`src/sv/clnsq_pkg.sv`:
```
`timescale 1ns / 1ps
// ----------------------------------------------------------------------------
// clnsq_pkg
// Shared types, codes and constant tables for the character LCD nibble
// sequencer.
// ----------------------------------------------------------------------------
package clnsq_pkg;

    localparam int LINE_LENGTH  = 16;
    localparam int COL_W        = (LINE_LENGTH > 2) ? $clog2(LINE_LENGTH) : 1;
    localparam int QUEUE_DEPTH  = 4;
    localparam int QPTR_W       = $clog2(QUEUE_DEPTH);
    localparam int STEP_W       = 5;
    localparam int INIT_EVENTS  = 29;
    localparam int BYTE_EVENTS  = 4;
    localparam int WRAP_EVENTS  = 8;

    localparam logic [7:0] INIT_WAIT_MS   = 8'd20;
    localparam logic [7:0] PULSE_HOLD_RST = 8'd2;
    localparam logic [7:0] SET_ADDR_CMD   = 8'h80;
    localparam logic [7:0] ROW2_ADDR      = 8'h40;
    localparam logic [7:0] ROW1_ADDR      = 8'h00;
    localparam logic [3:0] WAKE_NIBBLE    = 4'h3;
    localparam logic [3:0] MODE4_NIBBLE   = 4'h2;
    localparam logic [2:0] WAKE1_EXTRA_MS = 3'd5;
    localparam logic [2:0] WAKE2_EXTRA_MS = 3'd1;

    localparam logic [1:0] OP_INIT  = 2'd0;
    localparam logic [1:0] OP_INSTR = 2'd1;
    localparam logic [1:0] OP_DATA  = 2'd2;
    localparam logic [1:0] OP_CHAR  = 2'd3;

    typedef struct packed {
        logic [1:0] op;
        logic [7:0] byte_value;
        logic [8:0] post_wait_ms;
        logic       first_of_string;
    } in_item_t;

    typedef struct packed {
        logic [3:0] data_nibble;
        logic       reg_select;
        logic       enable;
        logic [9:0] hold_ms;
        logic       last;
    } out_item_t;

    typedef enum logic {
        JOB_INIT = 1'b0,
        JOB_BYTE = 1'b1
    } job_kind_t;

    typedef struct packed {
        job_kind_t  kind;
        logic [7:0] byte_value;
        logic       reg_select;
        logic       wrap;
        logic       second_row;
        logic [8:0] post_wait_ms;
    } job_t;

    typedef struct packed {
        logic [3:0] nibble;
        logic       enable;
        logic       fixed_wait;
        logic [2:0] extra_ms;
    } init_event_t;

    function automatic logic [7:0] init_byte(input logic [2:0] idx);
        logic [7:0] b;
        begin
            b = 8'h0F;
            case (idx)
                3'd0:    b = 8'h28;
                3'd1:    b = 8'h80;
                3'd2:    b = 8'h01;
                3'd3:    b = 8'h06;
                default: b = 8'h0F;
            endcase
            return b;
        end
    endfunction

    function automatic init_event_t init_event(input logic [STEP_W-1:0] step);
        init_event_t ev;
        logic [2:0]  p;
        logic [4:0]  k;
        logic [7:0]  b;
        begin
            ev = '0;
            p  = 3'(step - STEP_W'(1));
            k  = 5'(step - STEP_W'(9));
            b  = init_byte(k[4:2]);
            if (step == '0)
            begin
                ev.fixed_wait = 1'b1;
            end
            else if (step <= STEP_W'(8))
            begin
                ev.enable = ~p[0];
                ev.nibble = (p[2:1] == 2'd3) ? MODE4_NIBBLE : WAKE_NIBBLE;
                if (!p[0])
                    ev.extra_ms = '0;
                else if (p[2:1] == 2'd0)
                    ev.extra_ms = WAKE1_EXTRA_MS;
                else if (p[2:1] == 2'd3)
                    ev.extra_ms = '0;
                else
                    ev.extra_ms = WAKE2_EXTRA_MS;
            end
            else
            begin
                ev.enable = ~k[0];
                ev.nibble = k[1] ? b[3:0] : b[7:4];
            end
            return ev;
        end
    endfunction

endpackage

```
`src/sv/clnsq_queue.sv`:
```
`timescale 1ns / 1ps
// ----------------------------------------------------------------------------
// clnsq_queue
// Short job queue between the classifier front and the pin-event back.
// ----------------------------------------------------------------------------
module clnsq_queue (
    input  logic          clk,
    input  logic          rst_n,
    input  logic          wr_en,
    input  clnsq_pkg::job_t wr_job,
    output logic          full,
    input  logic          rd_en,
    output clnsq_pkg::job_t rd_job,
    output logic          not_empty
);
    import clnsq_pkg::*;

    job_t              mem [QUEUE_DEPTH];
    logic [QPTR_W-1:0] wr_ptr_reg;
    logic [QPTR_W-1:0] rd_ptr_reg;
    logic [QPTR_W:0]   count_reg;
    logic              do_wr;
    logic              do_rd;

    assign full      = (count_reg == (QPTR_W+1)'(QUEUE_DEPTH));
    assign not_empty = (count_reg != '0);
    assign do_wr     = wr_en && !full;
    assign do_rd     = rd_en && not_empty;
    assign rd_job    = mem[rd_ptr_reg];

    always_ff @(posedge clk)
    begin
        if (do_wr)
            mem[wr_ptr_reg] <= wr_job;
    end

    always_ff @(posedge clk or negedge rst_n)
    begin
        if (!rst_n)
        begin
            wr_ptr_reg <= '0;
            rd_ptr_reg <= '0;
            count_reg  <= '0;
        end
        else
        begin
            if (do_wr)
                wr_ptr_reg <= wr_ptr_reg + QPTR_W'(1);
            if (do_rd)
                rd_ptr_reg <= rd_ptr_reg + QPTR_W'(1);
            if (do_wr && !do_rd)
                count_reg <= count_reg + (QPTR_W+1)'(1);
            else if (do_rd && !do_wr)
                count_reg <= count_reg - (QPTR_W+1)'(1);
        end
    end

endmodule

```
`src/sv/clnsq_front.sv`:
```
`timescale 1ns / 1ps
// ----------------------------------------------------------------------------
// clnsq_front
// Accepts commands, tracks string column and row, and turns each command
// into a job for the back end.
// ----------------------------------------------------------------------------
module clnsq_front (
    input  logic               clk,
    input  logic               rst_n,
    input  logic               push,
    input  clnsq_pkg::in_item_t in_item,
    input  logic               q_full,
    output logic               job_wr,
    output clnsq_pkg::job_t     job
);
    import clnsq_pkg::*;

    logic [COL_W-1:0] column_reg;
    logic [COL_W-1:0] column_next;
    logic             row_reg;
    logic             row_next;
    logic [COL_W-1:0] col_cur;
    logic             row_cur;
    logic             at_end;

    assign job_wr  = push && !q_full;
    assign col_cur = in_item.first_of_string ? '0 : column_reg;
    assign row_cur = in_item.first_of_string ? 1'b0 : row_reg;
    assign at_end  = (col_cur >= COL_W'(LINE_LENGTH - 1));

    always_comb
    begin
        job              = '0;
        job.byte_value   = in_item.byte_value;
        job.post_wait_ms = in_item.post_wait_ms;
        column_next      = column_reg;
        row_next         = row_reg;
        unique case (in_item.op)
            OP_INIT:
            begin
                job.kind = JOB_INIT;
            end
            OP_INSTR:
            begin
                job.kind = JOB_BYTE;
            end
            OP_DATA:
            begin
                job.kind       = JOB_BYTE;
                job.reg_select = 1'b1;
            end
            default:
            begin
                job.kind       = JOB_BYTE;
                job.reg_select = 1'b1;
                job.wrap       = at_end;
                job.second_row = ~row_cur;
                column_next    = at_end ? '0 : col_cur + COL_W'(1);
                row_next       = at_end ? ~row_cur : row_cur;
            end
        endcase
    end

    always_ff @(posedge clk or negedge rst_n)
    begin
        if (!rst_n)
        begin
            column_reg <= '0;
            row_reg    <= 1'b0;
        end
        else if (job_wr)
        begin
            column_reg <= column_next;
            row_reg    <= row_next;
        end
    end

endmodule

```
`src/sv/clnsq_back.sv`:
```
`timescale 1ns / 1ps
// ----------------------------------------------------------------------------
// clnsq_back
// Steps through the pin events of the job at the queue head, one event per
// cycle while the output is empty or being popped, into an output register.
// ----------------------------------------------------------------------------
module clnsq_back (
    input  logic                clk,
    input  logic                rst_n,
    input  logic                cfg_we,
    input  logic [7:0]          cfg_data,
    input  logic                job_valid,
    input  clnsq_pkg::job_t      job,
    output logic                job_rd,
    output logic                empty,
    input  logic                pop,
    output clnsq_pkg::out_item_t out_item
);
    import clnsq_pkg::*;

    logic [7:0]        pulse_hold_reg;
    logic [STEP_W-1:0] step_reg;
    logic [STEP_W-1:0] step_next;
    logic              out_valid_reg;
    logic              out_valid_next;
    out_item_t         out_reg;
    out_item_t         out_next;
    out_item_t         ev;
    init_event_t       iev;
    logic              advance;
    logic              is_last;
    logic              en;
    logic              fixed_wait;
    logic [2:0]        extra_ms;
    logic [7:0]        cur_byte;
    logic [7:0]        base_ms;

    assign advance = job_valid && (!out_valid_reg || pop);
    assign iev     = init_event(step_reg);

    always_comb
    begin
        cur_byte   = job.byte_value;
        ev         = '0;
        en         = ~step_reg[0];
        fixed_wait = 1'b0;
        extra_ms   = '0;
        is_last    = 1'b0;
        if (job.kind == JOB_INIT)
        begin
            en         = iev.enable;
            fixed_wait = iev.fixed_wait;
            extra_ms   = iev.extra_ms;
            ev.data_nibble = iev.nibble;
            is_last    = (step_reg == STEP_W'(INIT_EVENTS - 1));
        end
        else
        begin
            if (step_reg[2])
                cur_byte = SET_ADDR_CMD | (job.second_row ? ROW2_ADDR : ROW1_ADDR);
            ev.data_nibble = step_reg[1] ? cur_byte[3:0] : cur_byte[7:4];
            ev.reg_select  = job.reg_select && !step_reg[2];
            is_last = job.wrap ? (step_reg == STEP_W'(WRAP_EVENTS - 1))
                               : (step_reg == STEP_W'(BYTE_EVENTS - 1));
        end
        base_ms    = fixed_wait ? INIT_WAIT_MS : pulse_hold_reg;
        ev.enable  = en;
        ev.last    = is_last;
        ev.hold_ms = {2'b00, base_ms}
                   + (en ? 10'd0 : {7'b0, extra_ms})
                   + (is_last ? {1'b0, job.post_wait_ms} : 10'd0);
    end

    always_comb
    begin
        out_next       = out_reg;
        out_valid_next = out_valid_reg && !pop;
        step_next      = step_reg;
        job_rd         = 1'b0;
        if (advance)
        begin
            out_next       = ev;
            out_valid_next = 1'b1;
            if (is_last)
            begin
                step_next = '0;
                job_rd    = 1'b1;
            end
            else
            begin
                step_next = step_reg + STEP_W'(1);
            end
        end
    end

    always_ff @(posedge clk)
    begin
        out_reg <= out_next;
    end

    always_ff @(posedge clk or negedge rst_n)
    begin
        if (!rst_n)
        begin
            pulse_hold_reg <= PULSE_HOLD_RST;
            step_reg       <= '0;
            out_valid_reg  <= 1'b0;
        end
        else
        begin
            if (cfg_we)
                pulse_hold_reg <= cfg_data;
            step_reg      <= step_next;
            out_valid_reg <= out_valid_next;
        end
    end

    assign empty    = !out_valid_reg;
    assign out_item = out_reg;

endmodule

```
`src/sv/char_lcd_nibble_sequencer_core.sv`:
```
`timescale 1ns / 1ps
// ----------------------------------------------------------------------------
// char_lcd_nibble_sequencer_core
// Character LCD controller for a 4-bit bus: expands commands into pin events
// with hold times in milliseconds.
// ----------------------------------------------------------------------------
// first event of a command goes through the job queue, then the output register
// throughput: one pin event per cycle from the back-end step counter while the
//   output is empty or popped; 4 events per byte, 8 on a line wrap, 29 for init
// a 4-entry job queue lets up to 4 commands be taken ahead of the events
// reset: queue and output empty, column 0, first row, pulse hold 2 ms
// ----------------------------------------------------------------------------
module char_lcd_nibble_sequencer_core (
    input  logic                 clk,
    input  logic                 rst_n,
    input  logic                 push,
    output logic                 full,
    input  clnsq_pkg::in_item_t   in_item,
    output logic                 empty,
    input  logic                 pop,
    output clnsq_pkg::out_item_t  out_item,
    input  logic                 cfg_we,
    input  logic [7:0]           cfg_data
);
    import clnsq_pkg::*;

    logic job_wr;
    job_t job_in;
    job_t job_head;
    logic job_valid;
    logic job_rd;

    clnsq_front u_front (
        .clk     (clk),
        .rst_n   (rst_n),
        .push    (push),
        .in_item (in_item),
        .q_full  (full),
        .job_wr  (job_wr),
        .job     (job_in)
    );

    clnsq_queue u_queue (
        .clk       (clk),
        .rst_n     (rst_n),
        .wr_en     (job_wr),
        .wr_job    (job_in),
        .full      (full),
        .rd_en     (job_rd),
        .rd_job    (job_head),
        .not_empty (job_valid)
    );

    clnsq_back u_back (
        .clk       (clk),
        .rst_n     (rst_n),
        .cfg_we    (cfg_we),
        .cfg_data  (cfg_data),
        .job_valid (job_valid),
        .job       (job_head),
        .job_rd    (job_rd),
        .empty     (empty),
        .pop       (pop),
        .out_item  (out_item)
    );

    // last event of every command drops enable
    a_last_low: assert property (@(posedge clk) disable iff (!rst_n)
        (!empty && out_item.last) |-> !out_item.enable)
        else $error("last event with enable high");

    // a job is only read out when the queue holds one
    a_rd_valid: assert property (@(posedge clk) disable iff (!rst_n)
        job_rd |-> job_valid)
        else $error("job read from empty queue");

    // an event appears only when a job was waiting
    a_out_src: assert property (@(posedge clk) disable iff (!rst_n)
        $fell(empty) |-> $past(job_valid))
        else $error("event without a job");

endmodule
```
`config.mk`:
```
export PLATFORM = sky130hd
export DESIGN_NAME = char_lcd_nibble_sequencer_core
export DESIGN_NICKNAME = d
export VERILOG_FILES = /design/src/sv/clnsq_pkg.sv /design/src/sv/clnsq_queue.sv /design/src/sv/clnsq_front.sv /design/src/sv/clnsq_back.sv /design/src/sv/char_lcd_nibble_sequencer_core.sv
export SDC_FILE = /design/constraint.sdc
export NUM_CORES = 1
export LEC_CHECK = 0
export ABC_CLOCK_PERIOD_IN_PS = 11000
export BUFFER_PORTS_ARGS = -buffer_cell sky130_fd_sc_hd__buf_2
export CAP_MARGIN = 20
export CORE_MARGIN = 3
export CORE_UTILIZATION = 40
export DETAILED_ROUTE_END_ITERATION = 6
export GPL_TIMING_DRIVEN = 0
export HOLD_SLACK_MARGIN = 0.06
export SLEW_MARGIN = 20
export SYNTH_ARGS = -nofsm -noshare
export SYNTH_HDL_FRONTEND = slang
export SYNTH_SLANG_ARGS = --single-unit
```
`constraint.sdc`:
```
create_clock -name clk -period 11 [get_ports clk]
set_clock_uncertainty 0.2 [all_clocks]
set_input_delay 0.55 -clock clk [delete_from_list [all_inputs] [get_ports clk]]
set_output_delay 0.55 -clock clk [all_outputs]
set_load 0.005 [all_outputs]
```
==> results of run 1 <==
-- area by class of cell --
class                           count  area, um2
Timing Repair Buffer               52        275
Multi-Input combinational cell    246       2100
Tap cell                          180        225
Inverter                           13       48.8
Fill cell                        1273       7180
Clock inverter                     13        163
Buffer                             20       95.1
Clock buffer                       19        433
Sequential cell                   127       3680
-- cell families after synthesis --
| kind of cell | Yosys count | share of synthesized area (%) |
|---|---|---|
| DFF | 127 | 62.2 |
| adders and majority gates | 27 | 6.21 |
| buffers and inverters | 33 | 2.41 |
| xor gates and xnor gates | 13 | 1.92 |
| and+or+nand+nor | 104 | 9.25 |
| AOI/OAI and AO/OA | 62 | 6.80 |
| muxes | 40 | 11.2 |
-- power groups by stage --
stage | clock network, mW | registers (mW) | logic, mW
floorplan | 0 | 0.703 | 0.419
detailed placement | 0 | 0.711 | 0.583
finish | 0.565 | 0.701 | 0.578
global placement | 0 | 0.707 | 0.570
global route | 0.598 | 0.714 | 0.646
CTS | 0.574 | 0.703 | 0.585
-- metrics by stage --
stage | cells | instance area, um2 | hold WS, ps | setup WS, ps
CTS | 670 | 7020 | 134 | 6520
global route | 670 | 7030 | 139 | 6190
floorplan | 406 | 5930 | 54.4 | 6900
finish | 670 | 7030 | 148 | 6560
global placement | 636 | 6400 | 277 | 6540
detailed placement | 637 | 6420 | 284 | 6520
-- metal layers --
layer,vias up,wire (um),GRT usage [%]
li1,1664,-,-
met1,1701,5020,19.2
met2,64,5380,23.5
met3,12,483,4.46
met4,0,147,5.18
met5,-,0,0
-- worst paths after layout --
check | slack, ps | depth (start not counted) | endpoint | from
min in group asynchronous | 510 | 2 | u_queue.wr_ptr_reg[0]$_DFFE_PN0P_ | rst_n
min reg2reg | 300 | 1 | u_queue.count_reg[2]$_DFFE_PN0P_ | u_queue.count_reg[2]$_DFFE_PN0P_
min | 150 | 1 | u_queue.mem[1][16]$_DFFE_PP_ | in_item[14]
max in group asynchronous | 9640 | 2 | u_back.pulse_hold_reg[2]$_DFFE_PN0P_ | rst_n
max reg2reg | 6560 | 16 | u_back.out_item[10]$_DFFE_PP_ | u_queue.rd_ptr_reg[0]$_DFFE_PN0P_
max | 6560 | 16 | u_back.out_item[10]$_DFFE_PP_ | u_queue.rd_ptr_reg[0]$_DFFE_PN0P_
-- placed cells by master (no fill, tap or decap), drive strengths merged, types with 2 or more instances in the layout --
cell / count
a21boi: 2
o21bai: 2
a22o: 4
dfrtp: 25
o21ai: 20
edfxtp: 101
mux4: 20
nand2: 25
mux2: 12
nor3: 10
inv: 16
a21oi: 15
ha: 23
xnor2: 9
o22ai: 2
o2bb2ai: 2
buf: 58
nor2b: 13
nand4: 3
and2: 14
clkbuf: 32
xor2: 4
clkinv: 5
nand2b: 2
or2: 3
o31ai: 2
nand3: 7
bufinv: 3
a21o: 2
clkinvlp: 2
fa: 4
nand3b: 5
nor2: 19
mux2i: 8
-- synth_stat cells, types with 2 or more instances --
cell type / instances
xnor2_1: 9
o31ai_1: 2
and2_4: 7
nand2b_1: 2
nor3_1: 10
buf_2: 3
clkbuf_1: 13
a21oi_1: 15
a22o_1: 4
or2_2: 3
a21o_1: 2
buf_1: 2
mux2_2: 12
nand3_1: 7
buf_6: 2
mux4_2: 20
edfxtp_1: 101
o21ai_0: 19
nor2_1: 19
mux2i_1: 8
inv_1: 12
ha_1: 23
o22ai_1: 2
nand2_1: 24
o2bb2ai_1: 2
o21bai_1: 2
nor2b_1: 13
fa_1: 4
and2_1: 7
dfrtp_1: 25
nand3b_1: 5
xor2_1: 4
nand4_1: 3
==> impl_metrics.py, run 1 <==
metrics = {
    "status": {
        "outcome": "completed",
    },
    "clock_tree": {
        "clock_path_buffers": 2,
        "cts_tree": "done",
        "htree_levels": 4,
        "cts-hold-fix-buffers": 1,
        "post_cts_resized": 0,
        "numCtsBuffers": 17,
        "cts_setup_buffers": 0,
        "worstSkewPairLatency_ps": 410,
        "clk_pin_slew_ps": 60,
        "cts_sinks": 127,
        "cts-root-buf": "clkbuf_16",
    },
    "global_routing": {
        "grt_max_degree": 27,
        "grt_usage_pct": 14.7,
        "grt_remaining_overflow": 0,
        "grt_pass1_wl_um": 18200,
        "antenna_found_initial": 0,
        "grt_pass1_vias": 3593,
    },
    "layout": {
        "antennaDiodeCount": 0,
        "drive_gt1_share_pct": 28.0,
        "layout.nets": 537,
        "largest_reg_flops": 84,
        "syn_to_final_growth_pct": 18.6,
        "final_core_util_pct": 49.5,
    },
    "power_and_ir_drop": {
        "p_leak_nw": 2.68,
        "p_sw_share_pct": 31.6,
        "ir_worst_vdd_mv": 0.156,
        "combPwrFrac_pct": 31.4,
        "pwr-share-seq_pct": 38.0,
        "p_per_area_nw_per_um2": 262,
        "fin_total_pwr_mw": 1.84,
        "p_int_mw": 1.26,
        "p_switching_uw": 582,
        "p_clk_share_pct": 30.6,
    },
    "routing": {
        "finalWirelength_um": 11000,
        "drc": 0,
        "num_vias": 3441,
        "drt_iter0_markers": 246,
        "first_pass_iters": 4,
        "drtAntennaViolNets": 0,
        "wl_per_cell_um": 16.5,
        "avgViaCountPerCell": 5.14,
    },
    "setup_path": {
        "slowest_stage": "mux4_2",
        "crit_path_max_incr_delay_ps": 630,
        "cpLargestDelayFamily": "compound AO/OA/AOI/OAI gates",
        "startpoint_type": "register",
        "cp-end-kind": "register",
        "critPathRequiredTime_ps": 10960,
        "worstPathArrival_ps": 4400,
        "crit_type": "reg -> reg",
        "crit_path_max_fanout": 10,
        "critPathBufInv": 3,
        "crit_chain": "buf_6 > mux4_2 > and3_1 > a21boi_1 > o21ai_2 > inv_2 > buf_6 > and2_4 > fa_1 > ha_1 > fa_1 > a21o_1 > a21oi_1 > o21bai_1 > a21oi_1 > o21ai_0",
    },
    "timing": {
        "fin_crit_ps": 4440,
        "slew-limit-headroom_pct": 43.0,
        "fin_crit_sh_pct": 40.4,
        "drv_slew": 0,
        "clock.fmax_ghz": 0.225,
        "rsz0062_at_grt": "no",
        "setup_viol": 0,
        "hold_viol_final": 0,
        "tightest_slew_ps": 848,
        "finalSetupTns_ps": 0,
    },
    "placement": {
        "dpl.hpwl_um": 7730,
        "io_buffer_count": 50,
        "place_congestion": 0.862,
    },
    "yosys": {
        "synth_cell_types": 53,
        "ys_ff_latch": 127,
        "synth_edf_count": 101,
        "syn_nets": 466,
        "synth_cells": 406,
        "async_flop_share_pct": 20.5,
        "netlist.area_leader.share_pct": 51.2,
        "yosys-top-cells-area": "edfxtp_1 (51%), dfrtp_1 (11%), mux4_2 (7.6%)",
        "netlist_area_um2": 5930,
        "synth_flop_cell": "edfxtp_1",
        "synth_top_area_cell": "edfxtp_1",
        "yosys_warnings": 0,
        "ys_seq_area_share_pct": 62.2,
        "avgSynthCellArea_um2": 14.6,
    },
    "job": {
        "drv_cap": 0,
    },
    "die": {
        "rows": 43,
        "core-area_um2": 14200,
        "chipWidth_um": 128,
        "die_area_um2": 16300,
        "initial_core_util_pct": 41.7,
        "io_pins": 52,
        "fp.dieH_um": 128,
    },
    "worst_hold_path": {
        "hold_path_class": "in -> reg",
    },
}
No activity file was read; power rests on OpenSTA's default activity.
==> inputs of run 2 (changes only) <==
- ABC_CLOCK_PERIOD_IN_PS: 11000 -> 4100
- clock period: 11 -> 4.1 ns (I/O delays scaled with it)
==> run 2 against run 1 <==
Sequential power grew to 2.7 times the previous value; cell area is 6.1% higher; critical path depth stayed put; first-iteration DRC count is 7.7% lower; die area stayed put; clock power grew to 2.7 times the previous value; combinational power grew to 2.8 times the previous value; wire length is 2.8% higher; fmax is 12% higher; critical path type unchanged; critical endpoint is now u_back.out_item[9]$_DFFE_PP_; largest cell class unchanged; largest power group unchanged; highest routed layer unchanged.
==> impl_metrics.py, run 2 (synthesized netlist as in run 1, its figures left out) <==
metrics = {
    "setup_path": {
        "r2r-end": "u_back.out_item[9]$_DFFE_PP_",
        "crit_type": "reg -> reg",
        "critPathRequiredTime_ps": 4060,
        "startpoint_type": "register",
        "r2r_start": "u_queue.rd_ptr_reg[0]$_DFFE_PN0P_",
        "crit_chain": "buf_6 > mux4_2 > buf_6 > nor3_1 > a22o_1 > o21ai_2 > inv_2 > buf_6 > and2_4 > fa_2 > ha_1 > a21o_1 > a21oi_2 > o21ai_2 > o41ai_2 > xnor2_1",
        "cpMostUsedCell": "buf_6",
        "crit_path_max_incr_delay_ps": 550,
        "cpLargestDelayFamily": "compound AO/OA/AOI/OAI gates",
        "worstPathArrival_ps": 3930,
        "crit_path_max_fanout": 6,
        "reg2reg_depth": 16,
        "critPathBufInv": 4,
        "slowest_stage": "mux4_2",
        "reg2reg_slack_ps": 130,
        "cp-end-kind": "register",
    },
    "clock_tree": {
        "cts_sinks": 127,
        "clk_pin_slew_ps": 60,
        "clock_path_buffers": 2,
        "htree_levels": 4,
        "numCtsBuffers": 17,
        "cts-root-buf": "clkbuf_16",
        "cts_tree": "done",
        "worstSkewPairLatency_ps": 410,
    },
    "power_and_ir_drop": {
        "combPwrFrac_pct": 32.5,
        "p_switching_mw": 1.58,
        "p_leak_nw": 2.88,
        "fin_total_pwr_mw": 5.04,
        "p_sw_share_pct": 31.4,
        "ir_worst_vdd_mv": 0.425,
        "p_per_area_nw_per_um2": 676,
        "p_clk_share_pct": 30.0,
        "pwr-share-seq_pct": 37.5,
        "p_int_mw": 3.46,
    },
    "routing": {
        "num_vias": 3571,
        "dr_wl_met2_um": 5520,
        "drtAntennaViolNets": 0,
        "drc": 0,
        "route.met3.wl_um": 446,
        "wl_met1_um": 5210,
        "drt_iter0_markers": 227,
        "avgViaCountPerCell": 5.05,
        "topRoutingLayerUsed": "met4",
        "wl_per_cell_um": 16.0,
        "first_pass_iters": 4,
        "finalWirelength_um": 11300,
    },
    "timing": {
        "setup_viol": 0,
        "slew-limit-headroom_pct": 54.8,
        "clock.fmax_ghz": 0.252,
        "rsz0062_at_grt": "yes",
        "hold_slack_ps": 151,
        "fin_crit_ps": 3970,
        "fin_crit_sh_pct": 96.8,
        "tightest_slew_ps": 678,
        "drv_slew": 0,
        "finalSetupTns_ps": 0,
        "hold_viol_final": 0,
        "fin_ws_ps": 132,
    },
    "die": {
        "chipWidth_um": 128,
        "fp.dieH_um": 128,
        "core-area_um2": 14200,
        "rows": 43,
        "die_area_um2": 16300,
        "initial_core_util_pct": 41.7,
        "io_pins": 52,
    },
    "global_routing": {
        "grt_pass1_vias": 3711,
        "antenna_found_initial": 0,
        "grt_usage_pct": 15.0,
        "grt_remaining_overflow": 0,
        "grt_max_degree": 27,
        "grt_pass1_wl_um": 18600,
    },
    "job": {
        "drv_cap": 0,
    },
    "status": {
        "outcome": "completed",
    },
    "placement": {
        "place_congestion": 0.862,
        "pre_cts_slack_ps": -385,
        "placed_cell_area_um2": 6420,
        "dpl.hpwl_um": 7730,
        "io_buffer_count": 50,
        "dp.cells": 637,
    },
    "layout": {
        "final_cell_mix": "edfxtp_1 (101), buf_2 (52), dlygate4sd3_1 (30)",
        "layout.nets": 574,
        "antennaDiodeCount": 0,
        "final_common_cell": "edfxtp_1",
        "layoutNonFillerInstCount": 707,
        "seqCellArea_um2": 3680,
        "final_area_um2": 7450,
        "final_core_util_pct": 52.5,
        "largest_reg_flops": 84,
        "drive_gt1_share_pct": 31.1,
        "syn_to_final_growth_pct": 25.8,
        "final.fill_count": 1218,
        "multi_input_area_um2": 2150,
    },
    "worst_hold_path": {
        "hold_start": "cfg_we",
        "min_path_cells": 2,
        "hold_end": "u_back.pulse_hold_reg[5]$_DFFE_PN0P_",
        "hold_path_class": "in -> reg",
    },
}
## run 2: changes by cell type in the layout (fill, tap and decap cells not counted), moves of 2 or more
| cell | change |
|---|---|
| fa_1 | -3 |
| fa_2 | +3 |
| clkbuf_1 | -6 |
| a21oi_1 | -4 |
| buf_4 | +11 |
| clkbuf_2 | +4 |
| dlygate4sd3_1 | +29 |
| a21oi_2 | +4 |
| o21ai_0 | -2 |
## run 2: layout make-up
cell class	instances	area share (%)
tap	180	3.02
clock inverter	13	2.18
buffer	17	1.23
timing repair buffer	92	8.75
multi-input combinational	246	28.9
inverter	13	0.655
clock buffer	19	5.81
sequential	127	49.4
## run 2: per-layer routing
metal	vias to the layer above	global-route usage, %
met2	74	24.1
li1	1745	-
met1	1739	19.8
met5	-	0
met3	13	4.42
met4	0	5.06
## run 2: worst max-delay path by stage
stage / startpoint / end / slack [ps] / cells past startpoint
after detailed placement: u_queue.rd_ptr_reg[1]$_DFFE_PN0P_ / u_back.out_item[10]$_DFFE_PP_ / -380 / 13
after CTS: u_queue.rd_ptr_reg[0]$_DFFE_PN0P_ / u_back.out_item[10]$_DFFE_PP_ / 4 / 16
after floorplan: u_queue.rd_ptr_reg[0]$_DFFE_PN0P_ / u_back.out_item[10]$_DFFE_PP_ / 2 / 16
after global routing: u_queue.rd_ptr_reg[0]$_DFFE_PN0P_ / u_back.out_item[9]$_DFFE_PP_ / -20 / 16
final: u_queue.rd_ptr_reg[0]$_DFFE_PN0P_ / u_back.out_item[9]$_DFFE_PP_ / 130 / 16
after global placement: u_queue.rd_ptr_reg[1]$_DFFE_PN0P_ / u_back.out_item[10]$_DFFE_PP_ / -360 / 13
## run 2: worst reg2reg max path: cells and delay by family, from the launching register on
| kind | cells | cell delay, ps |
|---|---|---|
| AOI/OAI and AO/OA | 6 | 1050 |
| adders and majority gates | 2 | 760 |
| muxes | 1 | 550 |
| buffers and inverters | 4 | 480 |
| DFF | 1 | 330 |
| and+or+nand+nor | 2 | 250 |
| xor gates and xnor gates | 1 | 90 |
## run 2: power by group through the flow
| stage | clock [mW] | combinational [mW] | sequential, mW |
|---|---|---|---|
| 2_1_floorplan | 0 | 1.12 | 1.89 |
| 3_3_place_gp | 0 | 1.53 | 1.90 |
| 3_5_place_dp | 0 | 1.56 | 1.91 |
| 4_1_cts | 1.54 | 1.62 | 1.89 |
| 5_1_grt | 1.60 | 1.82 | 1.92 |
| 6_report | 1.51 | 1.64 | 1.89 |
## run 2: what timing repair did
item                       in CTS  in global routing
hold endpoints to repair      122                  0
setup buffers                   4                  7
hold buffers                   30                  0
pin swaps                       2                  7
setup endpoints to repair       5                  4
resized for setup               8                 15
